**config.mk**
```make
export PLATFORM = sky130hd
export DESIGN_NAME = png_unf_lane
export DESIGN_NICKNAME = d
export VERILOG_FILES = /design/src/hdl/png_unf_pkg.sv /design/src/hdl/png_unf_lane.sv
export SDC_FILE = /design/constraint.sdc
export NUM_CORES = 1
export LEC_CHECK = 0
export BUFFER_PORTS_ARGS = -buffer_cell sky130_fd_sc_hd__buf_2
export CELL_PAD_IN_SITES_DETAIL_PLACEMENT = 0
export CELL_PAD_IN_SITES_GLOBAL_PLACEMENT = 2
export CORE_AREA = 2 2 87 131
export DETAILED_ROUTE_END_ITERATION = 16
export DIE_AREA = 0 0 89 133
export PLACE_DENSITY_LB_ADDON = 0.2
export REMOVE_ABC_BUFFERS = 1
export SETUP_SLACK_MARGIN = 0.3
export SYNTH_ARGS = -nofsm -noshare
export SYNTH_HDL_FRONTEND = slang
export SYNTH_SLANG_ARGS = --single-unit
```
**constraint.sdc**
```tcl
create_clock -name vclk -period 5.7
set_clock_uncertainty 0.15 [all_clocks]
set_input_delay 0 -clock vclk [all_inputs]
set_output_delay 0 -clock vclk [all_outputs]
set_load 0.005 [all_outputs]
```
**src/hdl/png_unf_pkg.sv**
```systemverilog
package png_unf_pkg;

    // Field widths fixed by the pixel format.
    localparam int CH_W         = 8;
    localparam int NUM_CH       = 4;
    localparam int PIX_W        = CH_W * NUM_CH;
    localparam int FILT_W       = 3;
    localparam int ROW_PIXELS_W = 13;

    localparam logic [ROW_PIXELS_W-1:0] ROW_PIXELS_RST = ROW_PIXELS_W'(640);
    localparam int MAX_ROW_PIXELS_DEF = 4096;

    // Row filter codes; anything above FILT_PAETH is invalid.
    localparam logic [FILT_W-1:0] FILT_NONE  = 3'd0;
    localparam logic [FILT_W-1:0] FILT_SUB   = 3'd1;
    localparam logic [FILT_W-1:0] FILT_UP    = 3'd2;
    localparam logic [FILT_W-1:0] FILT_AVG   = 3'd3;
    localparam logic [FILT_W-1:0] FILT_PAETH = 3'd4;

    // One reconstructed word as it travels through the output buffer.
    typedef struct packed {
        logic             bad;
        logic             last;
        logic [PIX_W-1:0] rgba;
    } t_pix_out;

endpackage

```
**src/hdl/png_unf_lane.sv**
```systemverilog
module png_unf_lane (
    input  logic [png_unf_pkg::FILT_W-1:0] i_ftype,
    input  logic [png_unf_pkg::CH_W-1:0]   i_x,
    input  logic [png_unf_pkg::CH_W-1:0]   i_a,
    input  logic [png_unf_pkg::CH_W-1:0]   i_b,
    input  logic [png_unf_pkg::CH_W-1:0]   i_c,
    output logic [png_unf_pkg::CH_W-1:0]   o_y
);
    import png_unf_pkg::*;

    logic [CH_W:0]          avg_sum;
    logic signed [CH_W+1:0] d_a;
    logic signed [CH_W+1:0] d_b;
    logic signed [CH_W+1:0] d_c;
    logic [CH_W+1:0]        pa;
    logic [CH_W+1:0]        pb;
    logic [CH_W+1:0]        pc;
    logic [CH_W-1:0]        paeth;
    logic [CH_W-1:0]        pred;

    assign avg_sum = {1'b0, i_a} + {1'b0, i_b};

    // With p = a + b - c: p - a = b - c, p - b = a - c, p - c = a + b - 2c.
    assign d_a = $signed({2'b00, i_b}) - $signed({2'b00, i_c});
    assign d_b = $signed({2'b00, i_a}) - $signed({2'b00, i_c});
    assign d_c = $signed({2'b00, i_a}) + $signed({2'b00, i_b})
               - $signed({1'b0, i_c, 1'b0});

    assign pa = d_a[CH_W+1] ? $unsigned(-d_a) : $unsigned(d_a);
    assign pb = d_b[CH_W+1] ? $unsigned(-d_b) : $unsigned(d_b);
    assign pc = d_c[CH_W+1] ? $unsigned(-d_c) : $unsigned(d_c);

    // Ties favor the left byte, then the byte above.
    always_comb begin
        if (pa <= pb && pa <= pc) begin
            paeth = i_a;
        end else if (pb <= pc) begin
            paeth = i_b;
        end else begin
            paeth = i_c;
        end
    end

    always_comb begin
        unique case (i_ftype)
            FILT_SUB:   pred = i_a;
            FILT_UP:    pred = i_b;
            FILT_AVG:   pred = avg_sum[CH_W:1];
            FILT_PAETH: pred = paeth;
            default:    pred = '0;
        endcase
    end

    assign o_y = i_x + pred;

endmodule

```
* After elaboration in Yosys (flattened, before gate mapping) *
Cells that the tools add are included.

word-level totals
  input bits = 35
  output and inout bits = 8
  flip-flop bits (word level) = 0
  logic and storage cells = 23

cells by class
  multiplexer cells = 6
  add/sub/neg operators = 9
  reduce and logical (&&, ||, !) cells = 1
  magnitude comparators = 3
  eq/ne operators = 4

operator list
  operator              number
  $pmux W8 S4           1
  $le A10 B10 Y1        3
  $mux W10              3
  $neg A9 Y10           2
  $add A8 B8 Y9         2
  $sub A8 B8 Y9         2
  $mux W8               2
  $neg A10 Y10          1
  $sub A9 B9 Y10        1
  $add A8 B8 Y8         1
  $eq A3 B2 Y1 const B  2
  $eq A3 B1 Y1 const B  1
  $eq A3 B3 Y1 const B  1
  $logic_and A1 B1 Y1   1

* Logic depth before layout (Yosys ltp) *
  word-level depth = 9
  depth in mapped cells = 31
  mapped depth without buffers = 31

* Worst setup path before layout *
OpenSTA, ideal clock, no wires.

  path type = input-to-output
  from = in i_a[2] (netlist name)
  to = out o_y[7] (netlist name)
  slack = -67 ps
  cell stages on the path = 30
  data arrival time = 5,617 ps
  required time = 5,550 ps
  path buffers = 0
  cells stage by stage = inv_1 -> fa_1 -> inv_1 -> ha_1 -> nor2b_1 -> o31ai_1 -> xor2_1 -> nand4_1 -> or2_2 -> or4_1 -> ha_1 -> nand3_1 -> nor2_1 -> o21ai_0 -> nor4bb_1 -> a21oi_1 -> o311ai_1 -> o21ai_2 -> nor2_1 -> a21oi_1 -> o21ai_0 -> ha_1 -> a21o_1 -> a21oi_1 -> o21bai_1 -> a21oi_1 -> o21bai_1 -> a21oi_1 -> xor2_1 -> xnor2_1

on the way
  word-level cells in the longest chain between the ends = 9
  elaborated cells on any way between the ends = 16
  classes of those cells = add/sub: 7; order compare: 3; mux: 5; reduce/logical: 1

ends and longest elaborated chain
  element                                                line                                    text
  from (decl)                                            png_unf_lane.sv:4                       input logic [png_unf_pkg::CH_W-1:0] i_a,
  $add A8 B8 Y9                                          png_unf_lane.sv:21, png_unf_lane.sv:26
  $sub A9 B9 Y10                                         png_unf_lane.sv:27                      - $signed({1'b0, i_c, 1'b0});
  $neg A10 Y10                                           png_unf_lane.sv:31                      assign pc = d_c[CH_W+1] ? $unsigned(-d_c) : $unsigned(d_c);
  $mux W10                                               png_unf_lane.sv:31
  $le A10 B10 Y1 (on tied branches)                      png_unf_lane.sv:37, png_unf_lane.sv:35
  $mux W8 / $logic_and A1 B1 Y1 (equally long branches)  png_unf_lane.sv:37, png_unf_lane.sv:35
  $mux W8                                                png_unf_lane.sv:35                      if (pa <= pb && pa <= pc) begin
  $pmux W8 S4 *                                          png_unf_lane.sv:45                      unique case (i_ftype)
  $add A8 B8 Y8 *                                        png_unf_lane.sv:54                      assign o_y = i_x + pred;
  to (decl)                                              png_unf_lane.sv:7                       output logic [png_unf_pkg::CH_W-1:0] o_y

Every way passes the cells marked *; elsewhere a longest branch is shown, timed or not.

* Worst setup path after layout *
  from = in i_c[1] (netlist name)
  to = out o_y[7] (netlist name)

on the way
  word-level cells in the longest chain between the ends = 8
  elaborated cells on any way between the ends = 17
  classes of those cells = add/sub: 7; order compare: 3; mux: 6; reduce/logical: 1

ends and longest elaborated chain
  element                                                line                                                        text
  from (decl)                                            png_unf_lane.sv:6                                           input logic [png_unf_pkg::CH_W-1:0] i_c,
  $sub A9 B9 Y10 (tied with other cells)                 png_unf_lane.sv:27
  $neg A10 Y10 (tied with other cells)                   png_unf_lane.sv:31
  $mux W10 (on tied branches)                            png_unf_lane.sv:31, png_unf_lane.sv:29, png_unf_lane.sv:30
  $le A10 B10 Y1 (on tied branches)                      png_unf_lane.sv:37, png_unf_lane.sv:35
  $mux W8 / $logic_and A1 B1 Y1 (equally long branches)  png_unf_lane.sv:37, png_unf_lane.sv:35
  $mux W8 *                                              png_unf_lane.sv:35
  $pmux W8 S4 *                                          png_unf_lane.sv:45
  $add A8 B8 Y8 *                                        png_unf_lane.sv:54

Marks and branches as above.

==> impl_metrics.prom <==
# TYPE chip_impl_metric gauge
chip_impl_info{name="outcome",value="finished with violations"} 1
chip_impl_info{name="violated_checks",value="setup timing"} 1
chip_impl_metric{name="relSlewSlack",unit="%"} 60.9
chip_impl_info{name="worstSetupStartpointType",value="input port"} 1
chip_impl_metric{name="setup-violations-final",unit=""} 2
chip_impl_metric{name="syn-mean-instance-area",unit="µm²"} 7.60
chip_impl_info{name="setup.worst_path.class",value="input port to primary output"} 1
chip_impl_info{name="critical_path.slowest_cell",value="sky130_fd_sc_hd__fa_1"} 1
chip_impl_metric{name="max_freq",unit="MHz"} 170
chip_impl_metric{name="hold_ws",unit="ns"} 0.168
chip_impl_metric{name="die_y",unit="µm"} 133
chip_impl_metric{name="ys_types",unit=""} 67
chip_impl_metric{name="postLayoutCellArea",unit="µm²"} 5330
chip_impl_metric{name="routed_wl",unit="µm"} 12100
chip_impl_metric{name="synth.cell_area",unit="µm²"} 3490
chip_impl_metric{name="period_needed",unit="ns"} 5.89
chip_impl_metric{name="placement_rows",unit=""} 47
chip_impl_metric{name="power_switching",unit="µW"} 712
chip_impl_metric{name="ff_latch_area",unit="µm²"} 0
chip_impl_info{name="cp-startpoint",value="i_c[1]"} 1
chip_impl_info{name="synthTopCellsByCount",value="69 x sky130_fd_sc_hd__ha_1, 61 x sky130_fd_sc_hd__inv_1, 41 x sky130_fd_sc_hd__a21oi_1, 31 x sky130_fd_sc_hd__nor2_1, 31 x sky130_fd_sc_hd__xnor2_1"} 1
chip_impl_info{name="synthTopCellsByArea",value="sky130_fd_sc_hd__ha_1 25%, sky130_fd_sc_hd__xnor2_1 7.8%, sky130_fd_sc_hd__inv_1 6.6%"} 1
chip_impl_info{name="unrepaired_setup_endpoints_after_global_routing",value="yes"} 1
chip_impl_metric{name="place_hpwl",unit="µm"} 10700
chip_impl_metric{name="worst_ep_arrival_time",unit="ns"} 5.74
chip_impl_metric{name="fraction_of_layout_instances_using_a_drive_strength_above_1",unit="%"} 41.5
chip_impl_metric{name="grt_remaining_overflow",unit=""} 0
chip_impl_metric{name="grt_start_max_net_pins",unit=""} 16
chip_impl_metric{name="num_vias",unit=""} 3910
chip_impl_metric{name="sequential_area_share_after_synthesis",unit="%"} 0
chip_impl_metric{name="slew_viol_final",unit=""} 0
chip_impl_metric{name="report.final.hold_viol_count",unit=""} 0
chip_impl_metric{name="firstDrtPassIters",unit=""} 4
chip_impl_metric{name="core",unit="µm²"} 10800
chip_impl_metric{name="final_core_utilization",unit="%"} 49.2
chip_impl_metric{name="switch_share",unit="%"} 48.9
chip_impl_metric{name="numSequentialCells",unit=""} 0
chip_impl_metric{name="antenna_left",unit=""} 0
chip_impl_metric{name="cts_hold_repair.buffers",unit=""} 0
chip_impl_metric{name="p_leak",unit="nW"} 2.65
chip_impl_metric{name="multi_input_area",unit="µm²"} 3590
chip_impl_metric{name="grt_usage",unit="%"} 20.5
chip_impl_metric{name="drv.max_cap_violation_count",unit=""} 0
chip_impl_info{name="synth_largest_area_cell",value="sky130_fd_sc_hd__ha_1"} 1
chip_impl_metric{name="final.fill_count",unit=""} 1116
chip_impl_metric{name="power_frac_seq",unit="%"} 0
chip_impl_metric{name="grt_first_pass_wirelength",unit="µm"} 19000
chip_impl_metric{name="power_per_cell_area",unit="nW/µm²"} 273
chip_impl_info{name="hp-class",value="input port to primary output"} 1
chip_impl_metric{name="start_util",unit="%"} 32.2
chip_impl_metric{name="initial_antenna_violation_count",unit=""} 0
chip_impl_metric{name="routabilityCongestion",unit=""} 0.872
chip_impl_metric{name="placed_area",unit="µm²"} 4790
chip_impl_info{name="cp-end-kind",value="primary output"} 1
chip_impl_metric{name="drt-initial-drc-count",unit=""} 104
chip_impl_metric{name="cell_count_after_synthesis",unit=""} 459
chip_impl_metric{name="synth_top_area_share",unit="%"} 24.7
chip_impl_info{name="yosysMostFrequentCell",value="sky130_fd_sc_hd__ha_1"} 1
chip_impl_metric{name="dr_wl_cell",unit="µm"} 15.5
chip_impl_metric{name="detail_route.vias_per_cell",unit=""} 4.99
chip_impl_metric{name="path_max_fanout",unit=""} 5
chip_impl_info{name="cpMostUsedCell",value="sky130_fd_sc_hd__a21o_1"} 1
chip_impl_info{name="worst_setup_path_endpoint",value="o_y[7]"} 1
chip_impl_metric{name="p_comb_share",unit="%"} 100.0
chip_impl_metric{name="max_slew.worst_pin.slew",unit="ns"} 0.571
chip_impl_metric{name="nets",unit=""} 753
chip_impl_metric{name="layout.clock_buffers",unit=""} 0
chip_impl_metric{name="final.setup.worst_slack",unit="ns"} -0.186
chip_impl_metric{name="pin_count",unit=""} 43
chip_impl_metric{name="max-vdd-ir-drop",unit="mV"} 0.136
chip_impl_metric{name="cp.required",unit="ns"} 5.55
chip_impl_metric{name="crit_path_max_cell_delay",unit="ns"} 0.54
chip_impl_metric{name="ys_warn_count",unit=""} 0
chip_impl_metric{name="first_global_vias",unit=""} 3931
chip_impl_metric{name="dieWidth",unit="µm"} 89
chip_impl_metric{name="power.share.clock",unit="%"} 0
chip_impl_metric{name="area_delta_synth_final",unit="%"} 52.7
chip_impl_metric{name="period_share",unit="%"} 103
chip_impl_metric{name="fp.dieArea",unit="µm²"} 11800
chip_impl_metric{name="place.port_buffers",unit=""} 43
chip_impl_metric{name="p_int",unit="µW"} 744
chip_impl_metric{name="detail_route.drc_violations",unit=""} 0
chip_impl_metric{name="n_antenna_cell",unit=""} 0
per-stage QoR:
stage / TNS [ns] / total power, mW / cells / worst slack [ns]
3_5_place_dp: -2.04 / 1.20 / 769 / -0.730
2_1_floorplan: -0.0687 / 0.710 / 454 / -0.0687
5_1_grt: -1.15 / 1.59 / 783 / -0.492
4_1_cts: -0.379 / 1.32 / 777 / -0.150
6_report: -0.236 / 1.46 / 783 / -0.186
3_3_place_gp: -1.33 / 1.19 / 769 / -0.541
power by group through the flow:
stage | registers, mW | clock network (mW) | logic, mW
after floorplan | 0 | 0 | 0.710
after global placement | 0 | 0 | 1.19
after detailed placement | 0 | 0 | 1.20
after CTS | 0 | 0 | 1.32
after global routing | 0 | 0 | 1.59
final | 0 | 0 | 1.46
metal layers:
metal | track usage, % | share of wire, %
met1 | 23.0 | 38
met2 | 41.7 | 59
met3 | 0.250 | 1.5
met4 | 3.23 | 1.8
met5 | 0 | 0
kinds of logic (layout without fill, tap and decap cells):
kind of cell / Yosys count / in the layout / share of synthesized area (%)
mux: 6 / 6 / 1.76
xor+xnor: 51 / 51 / 13.6
simple gates: 101 / 101 / 15.1
compound gates: 149 / 149 / 30.2
fa+ha+maj: 81 / 81 / 31.4
buf+inv: 69 / 244 / 7.78
other cells: 2 / 4 / 0.215
what timing repair did:
action | 4_1_cts | 5_1_grt
endpoints found under the setup margin | 7 | 7
buffers inserted | 8 | 6
pin swaps | 43 | 40
resized for setup | 52 | 42
worst max-delay path, delay by kind of cell:
family | cells | cell delay (ns)
buffers and inverters | 5 | 0.58
adder cells (fa/ha/maj) | 4 | 1.27
AO/OA/AOI/OAI | 16 | 2.70
XOR/XNOR | 3 | 0.49
AND/OR/NAND/NOR | 4 | 0.70
area by class of cell:
cell class	instances	area share, %
inverters	62	4.37
repair buffers	182	24.7
multi-input cells	392	67.4
well taps	147	3.45
cells in the final DEF (no fill, tap or decap), drive strengths merged, types with 4 or more instances in the layout:
master,instances
o31ai,10
a31oi,4
conb,4
nor2b,10
nand3,7
a22oi,7
o21bai,8
o32a,5
o22ai,4
or2,6
nand2b,5
fa,11
xor2,19
a21o,17
nor2,32
nand4,6
nand2,18
inv,62
buf,182
a21oi,42
ha,69
o21ai,21
o21a,10
mux2i,5
xnor2,32
o211ai,4
how the worst min path moves through the flow:
stage | cells past startpoint | start | to | slack [ns]
global route | 3 | i_x[0] | o_y[0] | 0.18
floorplan | 1 | i_x[0] | o_y[0] | -0.03
global placement | 3 | i_x[0] | o_y[0] | 0.15
detailed placement | 3 | i_x[0] | o_y[0] | 0.14
CTS | 3 | i_x[0] | o_y[0] | 0.15
finish | 3 | i_x[0] | o_y[0] | 0.17
Note: power is estimated with default switching activity, not from simulation.
