===== config.mk =====
export PLATFORM = sky130hd
export DESIGN_NAME = png_unf_skid
export DESIGN_NICKNAME = d
export VERILOG_FILES = /design/src/hdl/png_unf_pkg.sv /design/src/hdl/png_unf_skid.sv
export SDC_FILE = /design/constraint.sdc
export NUM_CORES = 1
export LEC_CHECK = 0
export BUFFER_PORTS_ARGS = -buffer_cell sky130_fd_sc_hd__buf_2
export CELL_PAD_IN_SITES_DETAIL_PLACEMENT = 1
export CELL_PAD_IN_SITES_GLOBAL_PLACEMENT = 1
export CORE_ASPECT_RATIO = 0.75
export CORE_MARGIN = 3
export CORE_UTILIZATION = 43
export DETAILED_ROUTE_END_ITERATION = 10
export PLACE_DENSITY_LB_ADDON = 0.1
export SLEW_MARGIN = 40
export SYNTH_ARGS = -nofsm -noshare
export SYNTH_HDL_FRONTEND = slang
export SYNTH_SLANG_ARGS = --single-unit

===== constraint.sdc =====
create_clock -name i_clk -period 6.74 [get_ports i_clk]
set_clock_uncertainty 0.2 [all_clocks]
set_input_delay 2.022 -clock i_clk [delete_from_list [all_inputs] [get_ports i_clk]]
set_output_delay 2.022 -clock i_clk [all_outputs]
set_load 0.05 [all_outputs]

===== src/hdl/png_unf_pkg.sv =====
package png_unf_pkg;

    // Field widths fixed by the pixel format.
    localparam int CH_W         = 8;
    localparam int NUM_CH       = 4;
    localparam int PIX_W        = CH_W * NUM_CH;
    localparam int FILT_W       = 3;
    localparam int ROW_PIXELS_W = 13;

    localparam logic [ROW_PIXELS_W-1:0] ROW_PIXELS_RST = ROW_PIXELS_W'(640);
    localparam int MAX_ROW_PIXELS_DEF = 4096;

    // Row filter codes; anything above FILT_PAETH is invalid.
    localparam logic [FILT_W-1:0] FILT_NONE  = 3'd0;
    localparam logic [FILT_W-1:0] FILT_SUB   = 3'd1;
    localparam logic [FILT_W-1:0] FILT_UP    = 3'd2;
    localparam logic [FILT_W-1:0] FILT_AVG   = 3'd3;
    localparam logic [FILT_W-1:0] FILT_PAETH = 3'd4;

    // One reconstructed word as it travels through the output buffer.
    typedef struct packed {
        logic             bad;
        logic             last;
        logic [PIX_W-1:0] rgba;
    } t_pix_out;

endpackage


===== src/hdl/png_unf_skid.sv =====
module png_unf_skid (
    input  logic                  i_clk,
    input  logic                  i_rst_n,
    input  logic                  i_valid,
    output logic                  o_ready,
    input  png_unf_pkg::t_pix_out i_word,
    output logic                  o_valid,
    input  logic                  i_ready,
    output png_unf_pkg::t_pix_out o_word
);
    import png_unf_pkg::*;

    logic     r_out_valid;
    logic     r_skid_valid;
    t_pix_out r_out;
    t_pix_out r_skid;
    logic     out_free;
    logic     in_acc;

    assign o_ready  = !r_skid_valid;
    assign in_acc   = i_valid && !r_skid_valid;
    assign out_free = i_ready || !r_out_valid;

    always_ff @(posedge i_clk) begin
        if (!i_rst_n) begin
            r_out_valid  <= 1'b0;
            r_skid_valid <= 1'b0;
        end else if (out_free) begin
            if (r_skid_valid) begin
                r_out_valid  <= 1'b1;
                r_skid_valid <= 1'b0;
            end else begin
                r_out_valid <= in_acc;
            end
        end else if (in_acc) begin
            r_skid_valid <= 1'b1;
        end
    end

    always_ff @(posedge i_clk) begin
        if (out_free) begin
            r_out <= r_skid_valid ? r_skid : i_word;
        end else if (in_acc) begin
            r_skid <= i_word;
        end
    end

    assign o_valid = r_out_valid;
    assign o_word  = r_out;

endmodule


### Word-level counts from Yosys, hierarchy flattened

Index checks and enable logic that the tools add are counted.

| storage, ports and cells | value |
|---|---|
| bits in registers | 70 |
| bits in latches | 0 |
| memory bits (writable) | 0 |
| bits in read-only memories | 0 |
| input bits | 38 |
| output and inout port bits | 36 |
| word-level logic and storage cells | 18 |
| memories | 0 |

| cells by class | value |
|---|---|
| add/sub/neg operators | 0 |
| multiply operators | 0 |
| div/mod/pow operators | 0 |
| magnitude comparators | 0 |
| equal/unequal tests | 0 |
| shifts and indexed selects | 0 |
| mux-type cells | 2 |
| bitwise operators | 2 |
| reduce and logical (&&, ||, !) cells | 6 |

Operators with widths:

| kind | number |
|---|---|
| $mux W34 | 1 |
| $logic_not A1 Y1 | 2 |
| $not A1 Y1 | 2 |
| $reduce_and A2 Y1 | 1 |
| $reduce_or A2 Y1 | 1 |
| $logic_and A1 B1 Y1 | 1 |
| $logic_or A1 B1 Y1 | 1 |
| $mux W1 | 1 |

### Longest topological paths before layout

Gate-level depths: netlist of run 1.

| depth | value |
|---|---|
| word-level depth | 4 |
| gate-level depth with buffers | 4 |
| mapped depth without buffers | 2 |

### Worst setup path before layout of run 1

No wires, ideal clock.

| timing | value |
|---|---|
| kind | input-to-reg |
| start | input i_ready |
| end | register r_skid[0] (netlist name) (enable) |
| data arrival time | 5.531 ns |
| path slack | 0.535 ns |
| cell stages on the path | 2 |
| cells stage by stage | nand2b_1 > nor3b_1 |

| between the ends | value |
|---|---|
| cells in the longest elaborated chain, start to end | 3 |

RTL lines:

| item | line | RTL |
|---|---|---|
| start: declaration | png_unf_skid.sv:8 | `input logic i_ready,` |
| $logic_or A1 B1 Y1 | png_unf_skid.sv:22 | `assign out_free = i_ready \|\| !r_out_valid;` |
| $not A1 Y1 (no line) | -- |  |
| $reduce_and A2 Y1 (no line) | -- |  |
| end signal: assignment | png_unf_skid.sv:44 | `r_skid <= i_word;` |
| end: declaration | png_unf_skid.sv:16 | `t_pix_out r_skid;` |

Every way passes these cells.
A chain may end at the register's enable or synchronous reset.

### Worst setup path in the final report of run 1

| timing | value |
|---|---|
| start | input i_ready |
| end | register r_skid[11] (netlist name) (enable) |

| between the ends | value |
|---|---|
| cells in the longest elaborated chain, start to end | 3 |

RTL lines:

| item | line | RTL |
|---|---|---|
| $logic_or A1 B1 Y1 | png_unf_skid.sv:22 |  |
| net out_free | png_unf_skid.sv:17 | `logic out_free;` |
| $not A1 Y1 (no line) | -- |  |
| $reduce_and A2 Y1 (no line) | -- |  |

The timed path passes the listed nets, and every way through them passes these cells.

==> key figures, run 1 <==
Outcome
  – Status: finished, final reports clean

Clock network
  – Num CTS Buffers: 9
  – Post-CTS resize count: 0
  – Clock Pin Slew Worst Setup and Hold Paths: ~70 ps
  – CTS tree: built
  – Root Driver: clkbuf_8
  – H-Tree Depth: 3
  – Max Buffers Root-to-Sink: 2
  – CTS Hold Bufs: 0
  – Setup Fix Bufs, Post-CTS: 0
  – Worst-Skew Late Latency: roughly 330 ps
  – Clock sink total: 70

Finish
  – Design area: between 3000 and 4000 um^2
  – Layout cell share with drive strength beyond 1: 0.642
  – Reg area: approximately 2100 um^2
  – Fillers: around 560
  – Final nets: about 230
  – Area occupied by multi-input gates: about 540 um^2
  – Antenna diodes: 0
  – P&R area growth vs syn: 24.8%

Global routing
  – Largest net degree at the start of global routing: 38
  – Vias in the first global route: roughly 1400
  – First-pass GRT wire length: about 7400 um
  – Initial antenna violation count: 0
  – Tot GR Track Use: 0.141
  – GR Overflow Total: 0

Critical path
  – CP bufs+invs: 2
  – WP data arrival: approximately 3600 ps
  – Worst Setup Path Type: in -> reg
  – Slowest stage cell, crit path: nor3b_4
  – Crit-path max cell delay: 710 ps
  – CP required: about 6600 ps
  – CP Cell Sequence: buf_2, nand2b_4, nor3b_4, buf_4
  – CP Launch Type: primary input
  – Worst Setup End Kind: flip-flop
  – Maximum fanout along the worst path: 37
  – Delay-heaviest family, CP: simple AND/OR/NAND/NOR gates

Timing
  – Fin crit period: ~3800 ps
  – Final slew viol count: 0
  – Final setup TNS: 0 ps
  – Crit share post-route: 0.569
  – Fin. Hold Viols: 0
  – Final WS setup: roughly 2900 ps
  – Worst slew pin tran: approximately 700 ps
  – Final setup violation count: 0
  – RSZ-0062 raised after global routing: false
  – Max Clk Rate: roughly 0.26 GHz
  – Worst slew margin: 0.532

Detailed routing
  – Iteration-0 DRC count of the detailed router: 35
  – Routed vias/inst: 4.62
  – Drt total wl: approximately 5000 um
  – First-pass iteration count of the detailed router: 4
  – Vias: ~1300
  – Mean routed wirelength per cell: ~17 um
  – # DRC: 0
  – Final ANT Viol Nets: 0

Synth
  – Top post-synthesis cells by area: edfxtp_1 (76%), mux2_4 (15%), mux2_2 (2.9%), buf_12 (2.2%), dfxtp_1 (1.5%)
  – Leading area contributor after synthesis: edfxtp_1
  – Warnings, synthesis: 0
  – Synth Area in XOR/XNOR: 0
  – Post-Syn Area: approximately 2700 um^2
  – Synth Register Bits: 70
  – Avg Cell Area, Syn: ~24 um^2
  – Post-synthesis adder-cell area fraction: 0
  – Sequential fraction of the synthesis area: 0.776
  – Mux cell area share after synthesis: 0.181
  – Unique masters post-synth: 12
  – Compound-Gate Fraction of Synth Area: 0.00280
  – Syn_nets: around 150
  – Synth Instances: 114
  – Post-Synth Simple-Gate Area: 0.0121
  – Top-area cell type share of the netlist area: 0.762
  – Largest family of logic cells by synthesized area: multiplexers

Power and ir drop
  – P_leak: roughly 1.3 nW
  – Sw Pwr: roughly 0.24 mW
  – Net Sw Frac: 0.237
  – Worst VDD drop: approximately 0.16 mV
  – P_int: between 0.7 and 0.8 mW
  – Logic pwr share: 0.116
  – Clock Power Share: 0.389
  – PwrDens: about 300 nW/um^2
  – Seq pwr share: 0.495

Place
  – GP Congestion: roughly 0.74
  – DP Worst Slack: between 2000 and 3000 ps
  – Placed inst area: between 3000 and 4000 um^2
  – Post-DP HPWL: 3260 um
  – Port bufs: 73

Floorplan
  – Die X: between 90 and 100 um
  – Site Rows: 24
  – Boundary Pins: between 70 and 80
  – Vert. Die Dim: between 70 and 80 um
  – Total core area: ~5900 um^2
  – Initial core utilization: 0.453
  – Total Die Area: 7230 um^2

Flow run
  – Max Cap Viol: 0

Worst hold path
  – Worst hold path class: reg -> reg
-- power groups by stage --
stage	Combinational (mW)	Clock, mW	Sequential [mW]
6_report	0.119	0.400	0.508
3_5_place_dp	0.120	0	0.517
5_1_grt	0.125	0.430	0.510
2_1_floorplan	0.0271	0	0.576
4_1_cts	0.121	0.410	0.508
3_3_place_gp	0.117	0	0.517
-- stage by stage --
stage	util	instances	hold WS (ps)	power (mW)
after floorplan	-	114	323	0.603
after detailed placement	0.525	263	333	0.638
after global routing	0.566	279	371	1.06
after global placement	0.523	263	329	0.634
final	0.566	279	352	1.03
after CTS	0.566	279	355	1.04
-- sequential cells by signal (all words and copies together) (netlist names) --
register and flops:
o_valid 1, o_word 34, r_skid 34, r_skid_valid 1
-- layer usage --
metal,wire length [um],GRT usage,vias up
met5,0,0,-
met4,38,0.0467,0
met3,289,0.0628,4
met2,2480,0.233,45
met1,2060,0.168,624
li1,-,-,615
-- logic make-up after synthesis --
kind of cell	after synthesis
compound gates	1
buf+inv	5
flops	70
mux	34
simple gates	4
-- area by class of cell --
| type | count | area share |
|---|---|---|
| sequential | 70 | 0.623 |
| multi-input combinational | 39 | 0.162 |
| timing repair buffer | 75 | 0.114 |
| clock buffer | 10 | 0.0381 |
| clock inverter | 6 | 0.0329 |
| tap | 78 | 0.0292 |
| inverter | 1 | 0.00112 |
-- worst reg2reg max path: stages, from the launching register on --
cell and delay (ps):
dfxtp_1 380, nand2b_4 320, nor3b_4 720, buf_4 410
-- cells in the mapped netlist, drive strengths merged --
cell	count
a21boi	1
buf	4
dfxtp	2
edfxtp	68
inv	1
mux2	34
nand2b	1
nor2	1
nor3b	2
-- path summary, 6_finish.rpt --
| kind | startpoint | to | slack, ps | cells past startpoint |
|---|---|---|---|---|
| worst max register to register | o_valid$_SDFFE_PN0P_ | r_skid[11]$_DFFE_PP_ | 4390 | 3 |
| worst min-delay path | r_skid[13]$_DFFE_PP_ | o_word[13]$_DFFE_PP_ | 350 | 1 |
| worst max-delay path | i_ready | r_skid[11]$_DFFE_PP_ | 2910 | 4 |
| worst min register to register | r_skid[13]$_DFFE_PP_ | o_word[13]$_DFFE_PP_ | 350 | 1 |
-- cells in the final DEF, fill, tap and decap left out --
| cell | instances |
|---|---|
| a21boi_0 | 1 |
| buf_4 | 2 |
| clkbuf_8 | 9 |
| nand2b_4 | 1 |
| nor3b_2 | 1 |
| buf_2 | 73 |
| clkbuf_1 | 1 |
| clkinv_2 | 1 |
| dfxtp_1 | 1 |
| edfxtp_1 | 68 |
| nor3b_4 | 1 |
| nor2_2 | 1 |
| mux2_4 | 27 |
| mux2_2 | 7 |
| bufinv_16 | 3 |
| clkinvlp_4 | 2 |
| inv_1 | 1 |
| dfxtp_2 | 1 |
Power figures use the tool's default switching activity.
==> run 2, diff against run 1 <==
Settings changed: CORE_UTILIZATION 43 to 39.
Clock period 6.74 ns to 3.31 ns, I/O delays scaled along.
==> key figures, run 2 (synthesis gave the netlist of run 1 again) <==
Outcome
  – Status: finished, final reports clean

Power and ir drop
  – Power Total: ~1.9 mW
  – P_leak: ~1.3 nW
  – Worst VDD drop: around 0.25 mV
  – PwrDens: just under 600 nW/um^2

Finish
  – Final Core Density: 0.508
  – Antenna diodes: 0
  – Commonest non-fill, non-tap cell in the layout: buf_2
  – Layout cell share with drive strength beyond 1: 0.632
  – Commonest non-fill, non-tap cells in the layout: buf_2 (73), edfxtp_1 (68), mux2_4 (27)
  – Final nets: ~240
  – P&R area growth vs syn: 22.8%

Floorplan
  – Total Die Area: between 7000 and 8000 um^2
  – Boundary Pins: 74
  – Vert. Die Dim: approximately 78 um
  – Total core area: between 6000 and 7000 um^2
  – Site Rows: 25
  – Die X: just over 100 um
  – Initial core utilization: 0.414

Worst hold path
  – Worst hold path class: reg -> reg
  – Hold Path Stages: 1

Place
  – DP Worst Slack: ~840 ps
  – Port bufs: 73
  – GP Congestion: around 0.7
  – Post-DP HPWL: roughly 3200 um

Timing
  – Fin crit period: 2350 ps
  – Final setup violation count: 0
  – Worst slew margin: 0.676
  – Crit share post-route: 0.711
  – WHS: between 300 and 400 ps
  – Final slew viol count: 0
  – RSZ-0062 raised after global routing: false
  – Final WS setup: around 960 ps
  – Fin. Hold Viols: 0
  – Final setup TNS: 0 ps
  – Max Clk Rate: ~0.42 GHz
  – Worst slew pin tran: between 400 and 500 ps

Detailed routing
  – # DRC: 0
  – Iteration-0 DRC count of the detailed router: 55
  – Routed vias/inst: 4.72
  – Drt total wl: roughly 4700 um
  – Final ANT Viol Nets: 0
  – First-pass iteration count of the detailed router: 4
  – Mean routed wirelength per cell: roughly 17 um
  – Vias: 1330

Global routing
  – First-pass GRT wire length: about 7600 um
  – Initial antenna violation count: 0
  – Tot GR Track Use: 0.131
  – GR Overflow Total: 0
  – Largest net degree at the start of global routing: 37
  – Vias in the first global route: around 1500

Critical path
  – CP Launch Type: flip-flop
  – Setup slack, reg-to-reg: approximately 1300 ps
  – Maximum fanout along the worst path: 12
  – WP data arrival: about 1200 ps
  – Worst reg2reg path depth: 3
  – CP required: ~2100 ps
  – Worst Setup End Kind: primary output
  – Worst Setup Path Type: reg -> out

Flow run
  – Max Cap Viol: 0

Clock network
  – Max Buffers Root-to-Sink: 2
  – CTS tree: built
  – Clock sink total: 70
  – H-Tree Depth: 3
  – CTS Hold Bufs: 0
  – Post-CTS resize count: 0
  – Root Driver: clkbuf_8
  – Setup Fix Bufs, Post-CTS: 0
  – Num CTS Buffers: 9
  – Clock Pin Slew Worst Setup and Hold Paths: around 70 ps
  – Worst-Skew Late Latency: approximately 330 ps
[run 2: per-stage QoR]
stage | std cells | cell area [um^2]
3_5_place_dp | 267 | 3110
3_3_place_gp | 267 | 3110
4_1_cts | 282 | 3290
6_report | 282 | 3290
2_1_floorplan | 114 | 2700
5_1_grt | 282 | 3290
[run 2: where the power goes]
group	switching [mW]	internal (mW)
Sequential	0.0120	1.02
Combinational	0.168	0.0727
Clock	0.295	0.335
[run 2: final timing paths]
path,from,end
max,r_skid_valid$_SDFFE_PP0P_,o_ready
min reg2reg,r_skid[21]$_DFFE_PP_,o_word[21]$_DFFE_PP_
max reg2reg,r_skid_valid$_SDFFE_PP0P_,r_skid[23]$_DFFE_PP_
min,r_skid[21]$_DFFE_PP_,o_word[21]$_DFFE_PP_
[run 2: area by class of cell]
cell class                 instances  area, um^2
clock buffer                       9         124
clock inverter                     6        53.8
fill                             615        3180
inverter                           1        3.75
multi-input combinational         39         538
sequential                        70        2080
tap                               81         101
timing repair buffer              76         388
[run 2: worst max-delay path: stages, from the launching register on]
cell and delay (ps):
dfxtp_2 540, inv_1 70, buf_2 220
[run 2: metal layers]
metal  share of wire  vias to the layer above  GRT usage
li1                -                      616          -
met1            0.43                      662      0.153
met2            0.48                       45      0.207
met3           0.077                        7     0.0692
met4           0.011                        0     0.0398
met5               0                        -          0
==> run 3, diff against run 2 <==
Settings changed: ABC_AREA set to 1, CORE_UTILIZATION 39 to 37.
Clock period 3.31 ns to 2.15 ns, I/O delays scaled along.
==> key figures, run 3 <==
Outcome
  – Status: finished, final reports clean

Power and ir drop
  – Net Sw Frac: 0.253
  – Seq pwr share: 0.516
  – Power Total: around 3.1 mW
  – PwrDens: between 900 and 1000 nW/um^2
  – Clock Power Share: 0.356
  – Logic pwr share: 0.128
  – P_leak: ~1.4 nW
  – Sw Pwr: approximately 0.79 mW
  – P_int: roughly 2.3 mW
  – Worst VDD drop: just under 0.5 mV

Global routing
  – Vias in the first global route: roughly 1700
  – First-pass GRT wire length: between 8000 and 9000 um
  – GR Overflow Total: 0
  – Top Usage Layer GRT: met2
  – Met2 Usage GRT: 0.212
  – Largest net degree at the start of global routing: 37
  – GRT met3 Usage: 0.0699
  – Initial antenna violation count: 0
  – Met1 usage: 0.175
  – Tot GR Track Use: 0.139

Worst hold path
  – Worst hold path class: in -> reg
  – Worst hold start: i_word[32]

Timing
  – Fin. Hold Viols: 0
  – Final setup violation count: 0
  – Final setup TNS: 0 ps
  – Final WS setup: roughly 170 ps
  – Fin crit period: a little under 2000 ps
  – Final slew viol count: 0
  – Worst slew pin tran: 379 ps
  – RSZ-0062 raised after global routing: false
  – Crit share post-route: 0.920
  – Worst slew margin: 0.747
  – Max Clk Rate: 0.506 GHz

Critical path
  – Worst reg2reg path depth: 4
  – Reg2reg end: r_skid[24]$_DFFE_PP_
  – Worst r2r src: r_skid_valid$_SDFFE_PP0P_
  – Crit path launch: r_skid_valid$_SDFFE_PP0P_
  – WP data arrival: 1130 ps
  – CP Cell Sequence: inv_8, buf_2
  – Crit path depth: 2
  – Delay-heaviest family, CP: buffers and inverters
  – Slowest stage cell, crit path: dfxtp_1
  – Crit-path max cell delay: 360 ps
  – CP bufs+invs: 2
  – Worst Setup End Kind: primary output
  – CP required: about 1300 ps
  – Worst Setup Path Type: reg -> out
  – CP Launch Type: flip-flop
  – Maximum fanout along the worst path: 19
  – Setup slack, reg-to-reg: 660 ps
  – Critical Path End: o_ready

Clock network
  – Num CTS Buffers: 9
  – Post-CTS resize count: 0
  – Clock Pin Slew Worst Setup and Hold Paths: around 70 ps
  – Setup Fix Bufs, Post-CTS: 0
  – Root Driver: clkbuf_8
  – H-Tree Depth: 3
  – Worst-Skew Late Latency: between 300 and 400 ps
  – CTS Hold Bufs: 0
  – Max Buffers Root-to-Sink: 2
  – CTS tree: built
  – Clock sink total: 70

Finish
  – Fillers: around 740
  – Final Core Density: 0.485
  – Commonest non-fill, non-tap cells in the layout: nand2_1 (85), buf_2 (73), edfxtp_1 (68)
  – Layout cell share with drive strength beyond 1: 0.415
  – Commonest non-fill, non-tap cell in the layout: nand2_1
  – P&R area growth vs syn: 25.6%
  – Design area: between 3000 and 4000 um^2
  – Antenna diodes: 0
  – Final nets: 310

Floorplan
  – Total core area: about 6900 um^2
  – Boundary Pins: 74
  – Vert. Die Dim: 79.3 um
  – Total Die Area: slightly above 8000 um^2
  – Initial core utilization: 0.386
  – Site Rows: 26
  – Die X: slightly above 100 um

Synth
  – Top-count cell post-synth: nand2_1
  – Most frequent cells after synthesis: nand2_1 (86), edfxtp_1 (68), nand2_2 (19)
  – Warnings, synthesis: 0
  – Synth Instances: 189
  – Most common flop cell mapped by yosys: edfxtp_1
  – Post-synth EDFFs: 68
  – Post-synth ARST share: 0
  – Top post-synthesis cells by area: edfxtp_1 (77%), nand2_1 (12%), nand2_2 (4.5%), buf_12 (1.5%), dfxtp_1 (1.5%)
  – Synth Register Bits: 70
  – Unique masters post-synth: 12
  – Post-Syn Area: between 2000 and 3000 um^2
  – Leading area contributor after synthesis: edfxtp_1
  – Avg Cell Area, Syn: 14.0 um^2
  – Top-area cell type share of the netlist area: 0.771
  – Syn_nets: 227
  – Sequential fraction of the synthesis area: 0.786

Place
  – Port bufs: 73
  – GP Congestion: about 0.7
  – Post-DP HPWL: about 3600 um
  – DP Worst Slack: around 390 ps
  – Placed inst area: 3120 um^2

Detailed routing
  – Routed vias/inst: about 4.3
  – # DRC: 0
  – Iteration-0 DRC count of the detailed router: 75
  – First-pass iteration count of the detailed router: 6
  – Mean routed wirelength per cell: roughly 14 um
  – Final ANT Viol Nets: 0
  – Vias: around 1600
  – Drt total wl: ~5200 um

Flow run
  – Max Cap Viol: 0
==> run 3: layer usage <==
layer,up-vias,routed length [um]
li1,799,-
met2,50,2350
met5,-,0
met1,752,2420
met4,0,61
met3,8,380
==> run 3: final cells by class <==
type	instances	area [um^2]	area share
Timing Repair Buffer	79	423	0.127
Clock inverter	5	73.8	0.0222
Clock buffer	11	131	0.0395
Sequential cell	70	2080	0.626
Inverter	2	15.0	0.00451
Tap cell	98	123	0.0369
Multi-Input combinational cell	110	478	0.144
==> run 3: per-stage QoR <==
stage	hold slack, ps	instances
after floorplan	294	189
after global placement	298	359
after detailed placement	310	359
after CTS	278	375
after global routing	267	375
final	301	375
==> run 3: kinds of logic after synthesis <==
logic type             Yosys count  synth area share
AOI/OAI and AO/OA                1           0.00189
buffers and inverters            9            0.0392
DFF                             70             0.786
and+or+nand+nor                109             0.173
==> run 3: power by group through the flow <==
stage	clock (mW)	sequential [mW]	combinational, mW
3_5_place_dp	0	1.63	0.404
5_1_grt	1.22	1.61	0.426
2_1_floorplan	0	1.84	0.0767
3_3_place_gp	0	1.63	0.400
6_report	1.11	1.60	0.398
4_1_cts	1.14	1.61	0.404
==> run 3: how the worst min path moves through the flow <==
stage                           end  slack, ps  cells after the start
4_1_cts         r_skid[1]$_DFFE_PP_        280                      1
5_1_grt        r_skid[17]$_DFFE_PP_        270                      1
3_3_place_gp   o_word[31]$_DFFE_PP_        300                      2
2_1_floorplan  o_word[10]$_DFFE_PP_        290                      2
3_5_place_dp   o_word[26]$_DFFE_PP_        310                      2
6_report       r_skid[32]$_DFFE_PP_        300                      1
